[config.mk]
export PLATFORM = sky130hd
export DESIGN_NAME = incremental_pid_step_unit
export DESIGN_NICKNAME = d
export VERILOG_FILES = /design/src/rtl/core/ipid_pkg.sv /design/src/rtl/core/incremental_pid_step_unit.sv /design/src/rtl/core/ipid_datapath.sv /design/src/rtl/core/ipid_controller.sv
export SDC_FILE = /design/constraint.sdc
export NUM_CORES = 2
export LEC_CHECK = 0
export BUFFER_PORTS_ARGS = -buffer_cell sky130_fd_sc_hd__buf_2
export CAP_MARGIN = 10
export CORE_ASPECT_RATIO = 1.25
export CORE_MARGIN = 8
export CORE_UTILIZATION = 35
export DETAILED_ROUTE_END_ITERATION = 6
export RECOVER_POWER = 25
export SLEW_MARGIN = 20
export SYNTH_ARGS = -nofsm -noshare
export SYNTH_HDL_FRONTEND = slang
export SYNTH_SLANG_ARGS = --single-unit
[constraint.sdc]
create_clock -name aclk -period 10.1 [get_ports aclk]
set_input_delay 1.515 -clock aclk [delete_from_list [all_inputs] [get_ports aclk]]
set_output_delay 1.515 -clock aclk [all_outputs]
set_load 0.05 [all_outputs]
[src/rtl/core/ipid_pkg.sv]
// Shared types and constants for the incremental PID step unit.
package ipid_pkg;

    localparam int SAMPLE_WIDTH_DEF   = 16;
    localparam int GAIN_FRAC_BITS_DEF = 8;
    localparam int GAIN_W             = 16;
    localparam int TICK_W             = 16;
    localparam int ACC_W              = 32;
    localparam int CFG_INDEX_W        = 2;

    typedef enum logic [CFG_INDEX_W-1:0] {
        CFG_PROP_GAIN   = 2'd0,
        CFG_INTEG_GAIN  = 2'd1,
        CFG_DERIV_GAIN  = 2'd2,
        CFG_FEED_OFFSET = 2'd3
    } cfg_index_t;

    typedef enum logic [3:0] {
        ST_IDLE,
        ST_ERR,
        ST_ACC,
        ST_MUL_P,
        ST_MUL_I,
        ST_MUL_D,
        ST_DIV_INIT,
        ST_DIV,
        ST_FIN,
        ST_OUT
    } ctrl_state_t;

    typedef enum logic [1:0] {
        MUL_PROP,
        MUL_INTEG,
        MUL_DERIV
    } mul_sel_t;

    typedef struct packed {
        logic     load_in;
        logic     calc_err;
        logic     calc_acc;
        logic     mul_en;
        mul_sel_t mul_sel;
        logic     sum_init;
        logic     sum_add_prod;
        logic     div_init;
        logic     div_step;
        logic     sum_add_quo;
        logic     out_load;
    } dp_cmd_t;

    typedef struct packed {
        logic div_last;
    } dp_status_t;

endpackage

[src/rtl/core/incremental_pid_step_unit.sv]
// A new input word is taken only in the idle state, after the previous update has been loaded into the output
// register; each update runs the one-bit-per-cycle divider
// over GAIN_W+SAMPLE_WIDTH+2 quotient bits after three passes of one multiplier.
// The next word is taken while a finished result waits in the output register.
// Reset (aresetn low, synchronous) clears gains, feedforward, error sum, last error
// and the control state; the configuration port is always ready.
module incremental_pid_step_unit
    import ipid_pkg::*;
#(
    parameter int SAMPLE_WIDTH   = SAMPLE_WIDTH_DEF,
    parameter int GAIN_FRAC_BITS = GAIN_FRAC_BITS_DEF
) (
    input  logic                           aclk,
    input  logic                           aresetn,
    input  logic                           s_valid,
    output logic                           s_ready,
    input  logic signed [SAMPLE_WIDTH-1:0] s_prior_drive,
    input  logic signed [SAMPLE_WIDTH-1:0] s_measured,
    input  logic signed [SAMPLE_WIDTH-1:0] s_target,
    input  logic [TICK_W-1:0]              s_elapsed_ticks,
    output logic                           m_valid,
    input  logic                           m_ready,
    output logic signed [SAMPLE_WIDTH-1:0] m_drive,
    output logic                           m_saturated,
    input  logic                           cfg_valid,
    output logic                           cfg_ready,
    input  logic [CFG_INDEX_W-1:0]         cfg_index,
    input  logic [GAIN_W-1:0]              cfg_data
);

    dp_cmd_t    cmd;
    dp_status_t status;

    assign cfg_ready = 1'b1;

    ipid_controller u_ctrl (
        .aclk    (aclk),
        .aresetn (aresetn),
        .s_valid (s_valid),
        .s_ready (s_ready),
        .m_valid (m_valid),
        .m_ready (m_ready),
        .cmd     (cmd),
        .status  (status)
    );

    ipid_datapath #(
        .SAMPLE_WIDTH   (SAMPLE_WIDTH),
        .GAIN_FRAC_BITS (GAIN_FRAC_BITS)
    ) u_dp (
        .aclk            (aclk),
        .aresetn         (aresetn),
        .cmd             (cmd),
        .status          (status),
        .cfg_we          (cfg_valid && cfg_ready),
        .cfg_index       (cfg_index),
        .cfg_data        (cfg_data),
        .s_prior_drive   (s_prior_drive),
        .s_measured      (s_measured),
        .s_target        (s_target),
        .s_elapsed_ticks (s_elapsed_ticks),
        .m_drive         (m_drive),
        .m_saturated     (m_saturated)
    );

endmodule

[src/rtl/core/ipid_datapath.sv]
// Datapath: input and gain registers, shared multiplier, divider, accumulator and output word.
module ipid_datapath
    import ipid_pkg::*;
#(
    parameter int SAMPLE_WIDTH   = SAMPLE_WIDTH_DEF,
    parameter int GAIN_FRAC_BITS = GAIN_FRAC_BITS_DEF
) (
    input  logic                           aclk,
    input  logic                           aresetn,
    input  dp_cmd_t                        cmd,
    output dp_status_t                     status,
    input  logic                           cfg_we,
    input  logic [CFG_INDEX_W-1:0]         cfg_index,
    input  logic [GAIN_W-1:0]              cfg_data,
    input  logic signed [SAMPLE_WIDTH-1:0] s_prior_drive,
    input  logic signed [SAMPLE_WIDTH-1:0] s_measured,
    input  logic signed [SAMPLE_WIDTH-1:0] s_target,
    input  logic [TICK_W-1:0]              s_elapsed_ticks,
    output logic signed [SAMPLE_WIDTH-1:0] m_drive,
    output logic                           m_saturated
);

    localparam int SW       = SAMPLE_WIDTH;
    localparam int ERR_W    = SW + 1;
    localparam int DLT_W    = SW + 2;
    localparam int MB_W     = (DLT_W > ACC_W) ? DLT_W : ACC_W;
    localparam int PROD_W   = GAIN_W + MB_W;
    localparam int DIV_W    = GAIN_W + DLT_W;
    localparam int CNT_W    = $clog2(DIV_W);
    localparam int ACC_X_W  = ((ERR_W > ACC_W) ? ERR_W : ACC_W) + 2;
    localparam int SUM_B0   = (PROD_W > SW + GAIN_FRAC_BITS) ? PROD_W : SW + GAIN_FRAC_BITS;
    localparam int SUM_B1   = (SUM_B0 > GAIN_W + GAIN_FRAC_BITS) ? SUM_B0
                                                                 : GAIN_W + GAIN_FRAC_BITS;
    localparam int SUM_W    = SUM_B1 + 3;

    logic signed [GAIN_W-1:0] kp_reg, ki_reg, kd_reg, kf_reg;
    logic signed [SW-1:0]     prior_reg, meas_reg, tgt_reg;
    logic [TICK_W-1:0]        ticks_reg;
    logic signed [ERR_W-1:0]  err_reg, err_next;
    logic signed [ERR_W-1:0]  last_error_reg;
    logic signed [ACC_W-1:0]  error_sum_reg, error_sum_next;
    logic signed [DLT_W-1:0]  delta_reg, delta_next;
    logic                     sat_reg, sat_next;
    logic signed [PROD_W-1:0] prod_reg, prod_next;
    logic signed [SUM_W-1:0]  sum_reg, sum_next;
    logic [TICK_W-1:0]        rem_reg, rem_next;
    logic [DIV_W-1:0]         quo_reg, quo_next;
    logic                     qneg_reg, qneg_next;
    logic [CNT_W-1:0]         cnt_reg, cnt_next;
    logic signed [SW-1:0]     drive_reg, drive_next;
    logic                     msat_reg, msat_next;

    logic signed [GAIN_W-1:0]  mul_a;
    logic signed [MB_W-1:0]    mul_b;
    logic signed [ACC_X_W-1:0] acc_x;
    logic [ACC_X_W-ACC_W:0]    acc_hi;
    logic signed [PROD_W-1:0]  prod_mag;
    logic [TICK_W:0]           div_shift, div_trial;
    logic signed [SUM_W-1:0]   quo_ext, dterm, sh;
    logic [SUM_W-SW:0]         drv_hi;

    assign status.div_last = (cnt_reg == '0);
    assign m_drive         = drive_reg;
    assign m_saturated     = msat_reg;

    always_ff @(posedge aclk) begin
        if (!aresetn) begin
            kp_reg <= '0;
            ki_reg <= '0;
            kd_reg <= '0;
            kf_reg <= '0;
        end else if (cfg_we) begin
            case (cfg_index_t'(cfg_index))
                CFG_PROP_GAIN:   kp_reg <= cfg_data;
                CFG_INTEG_GAIN:  ki_reg <= cfg_data;
                CFG_DERIV_GAIN:  kd_reg <= cfg_data;
                CFG_FEED_OFFSET: kf_reg <= cfg_data;
                default: ;
            endcase
        end
    end

    always_comb begin
        err_next       = err_reg;
        error_sum_next = error_sum_reg;
        delta_next     = delta_reg;
        sat_next       = sat_reg;
        prod_next      = prod_reg;
        sum_next       = sum_reg;
        rem_next       = rem_reg;
        quo_next       = quo_reg;
        qneg_next      = qneg_reg;
        cnt_next       = cnt_reg;
        drive_next     = drive_reg;
        msat_next      = msat_reg;

        acc_x  = ACC_X_W'(error_sum_reg) + ACC_X_W'(err_reg);
        acc_hi = acc_x[ACC_X_W-1:ACC_W-1];

        case (cmd.mul_sel)
            MUL_PROP: begin
                mul_a = kp_reg;
                mul_b = MB_W'(err_reg);
            end
            MUL_INTEG: begin
                mul_a = ki_reg;
                mul_b = MB_W'(error_sum_reg);
            end
            MUL_DERIV: begin
                mul_a = kd_reg;
                mul_b = MB_W'(delta_reg);
            end
            default: begin
                mul_a = '0;
                mul_b = '0;
            end
        endcase

        prod_mag  = prod_reg[PROD_W-1] ? -prod_reg : prod_reg;
        div_shift = {rem_reg, quo_reg[DIV_W-1]};
        div_trial = div_shift - {1'b0, ticks_reg};
        quo_ext   = SUM_W'($signed({1'b0, quo_reg}));
        dterm     = qneg_reg ? -quo_ext : quo_ext;
        sh        = sum_reg >>> GAIN_FRAC_BITS;
        drv_hi    = sh[SUM_W-1:SW-1];

        if (cmd.calc_err) begin
            err_next = ERR_W'(tgt_reg) - ERR_W'(meas_reg);
            sat_next = 1'b0;
        end
        if (cmd.calc_acc) begin
            if ((&acc_hi) || !(|acc_hi)) begin
                error_sum_next = acc_x[ACC_W-1:0];
            end else begin
                error_sum_next = acc_x[ACC_X_W-1] ? {1'b1, {(ACC_W-1){1'b0}}}
                                                  : {1'b0, {(ACC_W-1){1'b1}}};
                sat_next = 1'b1;
            end
            delta_next = DLT_W'(err_reg) - DLT_W'(last_error_reg);
        end
        if (cmd.mul_en) begin
            prod_next = PROD_W'(mul_a) * PROD_W'(mul_b);
        end
        if (cmd.sum_init) begin
            sum_next = (SUM_W'(prior_reg) + SUM_W'(kf_reg)) <<< GAIN_FRAC_BITS;
        end
        if (cmd.sum_add_prod) begin
            sum_next = sum_reg + SUM_W'(prod_reg);
        end
        if (cmd.div_init) begin
            rem_next  = '0;
            quo_next  = prod_mag[DIV_W-1:0];
            qneg_next = prod_reg[PROD_W-1];
            cnt_next  = CNT_W'(DIV_W - 1);
        end
        if (cmd.div_step) begin
            if (!div_trial[TICK_W]) begin
                rem_next = div_trial[TICK_W-1:0];
                quo_next = {quo_reg[DIV_W-2:0], 1'b1};
            end else begin
                rem_next = div_shift[TICK_W-1:0];
                quo_next = {quo_reg[DIV_W-2:0], 1'b0};
            end
            cnt_next = cnt_reg - 1'b1;
        end
        if (cmd.sum_add_quo) begin
            sum_next = sum_reg + dterm;
        end
        if (cmd.out_load) begin
            if ((&drv_hi) || !(|drv_hi)) begin
                drive_next = sh[SW-1:0];
                msat_next  = sat_reg;
            end else begin
                drive_next = sh[SUM_W-1] ? {1'b1, {(SW-1){1'b0}}} : {1'b0, {(SW-1){1'b1}}};
                msat_next  = 1'b1;
            end
        end
    end

    always_ff @(posedge aclk) begin
        if (!aresetn) begin
            error_sum_reg  <= '0;
            last_error_reg <= '0;
            cnt_reg        <= '0;
        end else begin
            error_sum_reg <= error_sum_next;
            cnt_reg       <= cnt_next;
            if (cmd.calc_acc) begin
                last_error_reg <= err_reg;
            end
        end
    end

    always_ff @(posedge aclk) begin
        if (cmd.load_in) begin
            prior_reg <= s_prior_drive;
            meas_reg  <= s_measured;
            tgt_reg   <= s_target;
            ticks_reg <= (s_elapsed_ticks == '0) ? TICK_W'(1) : s_elapsed_ticks;
        end
        err_reg   <= err_next;
        delta_reg <= delta_next;
        sat_reg   <= sat_next;
        prod_reg  <= prod_next;
        sum_reg   <= sum_next;
        rem_reg   <= rem_next;
        quo_reg   <= quo_next;
        qneg_reg  <= qneg_next;
        drive_reg <= drive_next;
        msat_reg  <= msat_next;
    end

endmodule

[src/rtl/core/ipid_controller.sv]
// Controller: sequences one update through the datapath and owns both handshakes.
module ipid_controller
    import ipid_pkg::*;
(
    input  logic       aclk,
    input  logic       aresetn,
    input  logic       s_valid,
    output logic       s_ready,
    output logic       m_valid,
    input  logic       m_ready,
    output dp_cmd_t    cmd,
    input  dp_status_t status
);

    ctrl_state_t state_reg, state_next;
    logic        m_valid_reg, m_valid_next;
    logic        out_free;

    assign out_free = !m_valid_reg || m_ready;
    assign m_valid  = m_valid_reg;

    always_comb begin
        state_next = state_reg;
        case (state_reg)
            ST_IDLE:     if (s_valid) state_next = ST_ERR;
            ST_ERR:      state_next = ST_ACC;
            ST_ACC:      state_next = ST_MUL_P;
            ST_MUL_P:    state_next = ST_MUL_I;
            ST_MUL_I:    state_next = ST_MUL_D;
            ST_MUL_D:    state_next = ST_DIV_INIT;
            ST_DIV_INIT: state_next = ST_DIV;
            ST_DIV:      if (status.div_last) state_next = ST_FIN;
            ST_FIN:      state_next = ST_OUT;
            ST_OUT:      if (out_free) state_next = ST_IDLE;
            default:     state_next = ST_IDLE;
        endcase
    end

    always_comb begin
        cmd          = '0;
        cmd.mul_sel  = MUL_PROP;
        s_ready      = 1'b0;
        m_valid_next = m_valid_reg && !m_ready;
        case (state_reg)
            ST_IDLE: begin
                s_ready     = 1'b1;
                cmd.load_in = s_valid;
            end
            ST_ERR:   cmd.calc_err = 1'b1;
            ST_ACC:   cmd.calc_acc = 1'b1;
            ST_MUL_P: begin
                cmd.mul_en   = 1'b1;
                cmd.mul_sel  = MUL_PROP;
                cmd.sum_init = 1'b1;
            end
            ST_MUL_I: begin
                cmd.mul_en       = 1'b1;
                cmd.mul_sel      = MUL_INTEG;
                cmd.sum_add_prod = 1'b1;
            end
            ST_MUL_D: begin
                cmd.mul_en       = 1'b1;
                cmd.mul_sel      = MUL_DERIV;
                cmd.sum_add_prod = 1'b1;
            end
            ST_DIV_INIT: cmd.div_init    = 1'b1;
            ST_DIV:      cmd.div_step    = 1'b1;
            ST_FIN:      cmd.sum_add_quo = 1'b1;
            ST_OUT: begin
                if (out_free) begin
                    cmd.out_load = 1'b1;
                    m_valid_next = 1'b1;
                end
            end
            default: ;
        endcase
    end

    always_ff @(posedge aclk) begin
        if (!aresetn) begin
            state_reg   <= ST_IDLE;
            m_valid_reg <= 1'b0;
        end else begin
            state_reg   <= state_next;
            m_valid_reg <= m_valid_next;
        end
    end

endmodule
==> flow_summary.ini <==
[outcome]
status = complete, but fails checks
violations = max-capacitance violations, max-slew violations

[floorplan]
initial_utilization = 0.352
die_x_um = 333
dieArea_mm2 = 0.138
fp.dieH_um = 413
core_mm2 = 0.125
ioPinCount = 107
rows = 145

[sta]
timing.final.crit_share = 0.903
worst_pin_slew_ns = 3.75
setup_viol = 0
rsz0062_at_grt = false
worst_hold_slack_ns = 0.463
report.final.slew_viol_count = 189
fin_crit_ns = 9.12
max_slew_margin = -1.50
max_clock_freq_mhz = 110
tns_ns = 0
clock_skew_ns = 0.0364
hold_viol = 0

[clock_network]
clock_path_buffers = 3
clkSinkCount = 391
postCtsHoldBufs = 0
clk_pin_slew_ns = 0.06
cts-buffers-inserted = 48
cts-resized-gates = 0
clock_latency_ns = 0.64
cts_setup_buffers = 0
cts_tree = done
clock_tree.root_cell = clkbuf_16
h-tree-depth = 2

[synthesis]
synth_top_cell_by_area = fa_1
synth_cell_types = 93
async_reset_ff_frac = 0
synth_top_flop_cell = edfxtp_1
synth_top_family_by_area = adder cells
synthMuxAreaShare = 0.0120
synthXorXnorAreaFrac = 0.0544
avgSynthCellArea_um2 = 8.92
seq_area_frac_synth = 0.238
synth_seq_cells = 391
syn_inst = 4938
ys_top_cells_by_area = fa_1, edfxtp_1, ha_1, inv_1, dfxtp_1
synth_compound_area_frac = 0.161
syn-num-nets = 5833
synth_top_area_frac = 0.224
yosysWarningCount = 0
syn_area_mm2 = 0.0440
synth-edff-count = 266
yosys.area_share.adder = 0.314
synthSimpleGateAreaFrac = 0.141

[pwr]
p_leak_nw = 21.0
p_per_area_mw_per_mm2 = 167
finalPower_mw = 8.03
swShare = 0.434
power.share.combinational = 0.512
intPower_mw = 4.54
ir_worst_vdd_mv = 0.142
power_switching_mw = 3.48
seq_power_share = 0.267
power.share.clock = 0.221

[global_route]
grt_first_pass_wirelength_um = 205000
grt_antenna_before_repair = 4
grt_use_total = 0.190
grt_max_degree = 98
grt_overflow = 0
grt_pass1_vias = 35879

[detailed_routing]
first_iter_violations = 2358
drc = 0
viasPerCell = 5.27
wl_um = 133000
ant_nets = 0
first_pass_iters = 5
wl_per_cell_um = 20.0
num_vias = 34909

[critical_path]
crit_path_end_kind = flop
cp.arrival_ns = 9.51
reg2regPathDepth = 27
r2r_setup_slack_ns = 0.98
crit_fanout = 30
critPathLaunchType = flop
crit_type = flop to flop
cp.required_ns = 10.49

[layout]
final_cell_mix = inv_1, nand2_1, fa_1, nor2_1, ha_1
final_common_cell = inv_1
largest_reg_flops = 51
drive_gt1_frac = 0.0606
nets = 5859
design_area_mm2 = 0.0480
nFillCells = 12535
area_growth_pct = 9.03
final_cells = 6622

[placement]
place_hpwl_um = 106000
postPlaceCellArea_mm2 = 0.0464
gp_congestion = 0.960
place_inst = 6529
numPortBuffers = 105

[hold_path]
hold_class = flop to flop
holdPathStages = 2

[flow_run]
drv_cap = 3
[Yosys cell counts, types with 12 or more instances]
| cell type | n |
|---|---|
| or3_1 | 24 |
| mux2i_1 | 53 |
| nor2b_1 | 33 |
| a31oi_1 | 24 |
| a21boi_0 | 91 |
| nand4_1 | 37 |
| edfxtp_1 | 266 |
| o211ai_1 | 12 |
| o31ai_1 | 35 |
| o31a_1 | 14 |
| nand2b_1 | 43 |
| xnor2_1 | 167 |
| o221ai_1 | 22 |
| a21o_1 | 156 |
| nor3_1 | 60 |
| buf_1 | 12 |
| or2_2 | 13 |
| a221oi_1 | 13 |
| o41ai_1 | 13 |
| ha_1 | 315 |
| a21oi_1 | 264 |
| nor2_1 | 464 |
| dfxtp_1 | 125 |
| xor2_1 | 103 |
| nand2_1 | 603 |
| and2_1 | 22 |
| o21bai_1 | 38 |
| nor4_1 | 25 |
| fa_1 | 493 |
| o21a_1 | 50 |
| clkbuf_1 | 182 |
| and3_1 | 24 |
| a211oi_1 | 61 |
| nand3_1 | 52 |
| o21ai_0 | 178 |
| inv_1 | 711 |
[power by group through the flow]
stage               Combinational [mW]  Clock [mW]  Sequential (mW)
floorplan                         2.91           0             2.10
global route                      4.56        1.87             2.16
detailed placement                4.07           0             2.18
CTS                               4.10        1.81             2.14
finish                            4.11        1.78             2.14
global placement                  4.02           0             2.18
[metrics by stage]
step / worst slack (ns) / util
after detailed placement: 1.07 / 0.371
after CTS: 1.02 / 0.384
after global routing: 0.404 / 0.384
final: 0.982 / 0.384
after global placement: 1.24 / 0.371
after floorplan: 2.14 / -
[logic make-up (layout without fill, tap and decap cells)]
kind of cell             Yosys count  count (layout)
adder cells (fa/ha/maj)          808             808
buffers and inverters            916             982
other                              1               2
multiplexers                      53              53
XOR/XNOR                         272             272
AND/OR/NAND/NOR                 1433            1433
flip-flops                       391             391
AO/OA/AOI/OAI                   1064            1064
[layout make-up]
cell class / count / area, um2 / area share
inverters: 711 / 2670 / 0.0556
well taps: 1617 / 2020 / 0.0421
multi-input cells: 3631 / 30200 / 0.628
diodes: 1 / 2.50 / 0.0000521
clock buffers: 63 / 1340 / 0.0280
clock inverters: 27 / 249 / 0.00519
flip-flops and latches: 391 / 10500 / 0.218
repair buffers: 181 / 1080 / 0.0225
[path summary, 6_finish.rpt]
check	start	to
min	u_dp.last_error_reg[2]$_SDFFE_PN0N_	u_dp.last_error_reg[2]$_SDFFE_PN0N_
max reg2reg	u_ctrl.state_reg[1]$_SDFFE_PN0P_	u_dp.prod_reg[47]$_DFFE_PP_
min reg2reg	u_dp.last_error_reg[2]$_SDFFE_PN0N_	u_dp.last_error_reg[2]$_SDFFE_PN0N_
max	u_ctrl.state_reg[1]$_SDFFE_PN0P_	u_dp.prod_reg[47]$_DFFE_PP_
[worst max-delay path, cell delays in order (launching register included)]
cell and delay, ns:
dfxtp_1 0.36, nand2b_1 0.26, or2_2 0.50, nand2_1 0.17
nand2_1 0.51, a21oi_1 0.99, nor2_1 0.15, fa_1 0.57
inv_1 0.05, fa_1 0.48, fa_1 0.52, inv_1 0.05
fa_1 0.49, fa_1 0.49, inv_1 0.05, fa_1 0.47
inv_1 0.04, ha_1 0.35, a21o_1 0.21, a221oi_1 0.45
o221a_2 0.27, nand3_1 0.07, a21oi_1 0.19, o21a_1 0.21
o21bai_1 0.14, a31oi_2 0.32, mux2i_1 0.12, a2111oi_0 0.36
[per-layer routing]
metal | share of wire | vias to the layer above | GRT usage
met4 | 0.054 | 2 | 0.0849
met2 | 0.50 | 962 | 0.348
met3 | 0.054 | 307 | 0.0289
met5 | 0.000083 | - | 0
met1 | 0.39 | 17102 | 0.217
li1 | - | 16536 | -
Power figures use the tool's default switching activity.
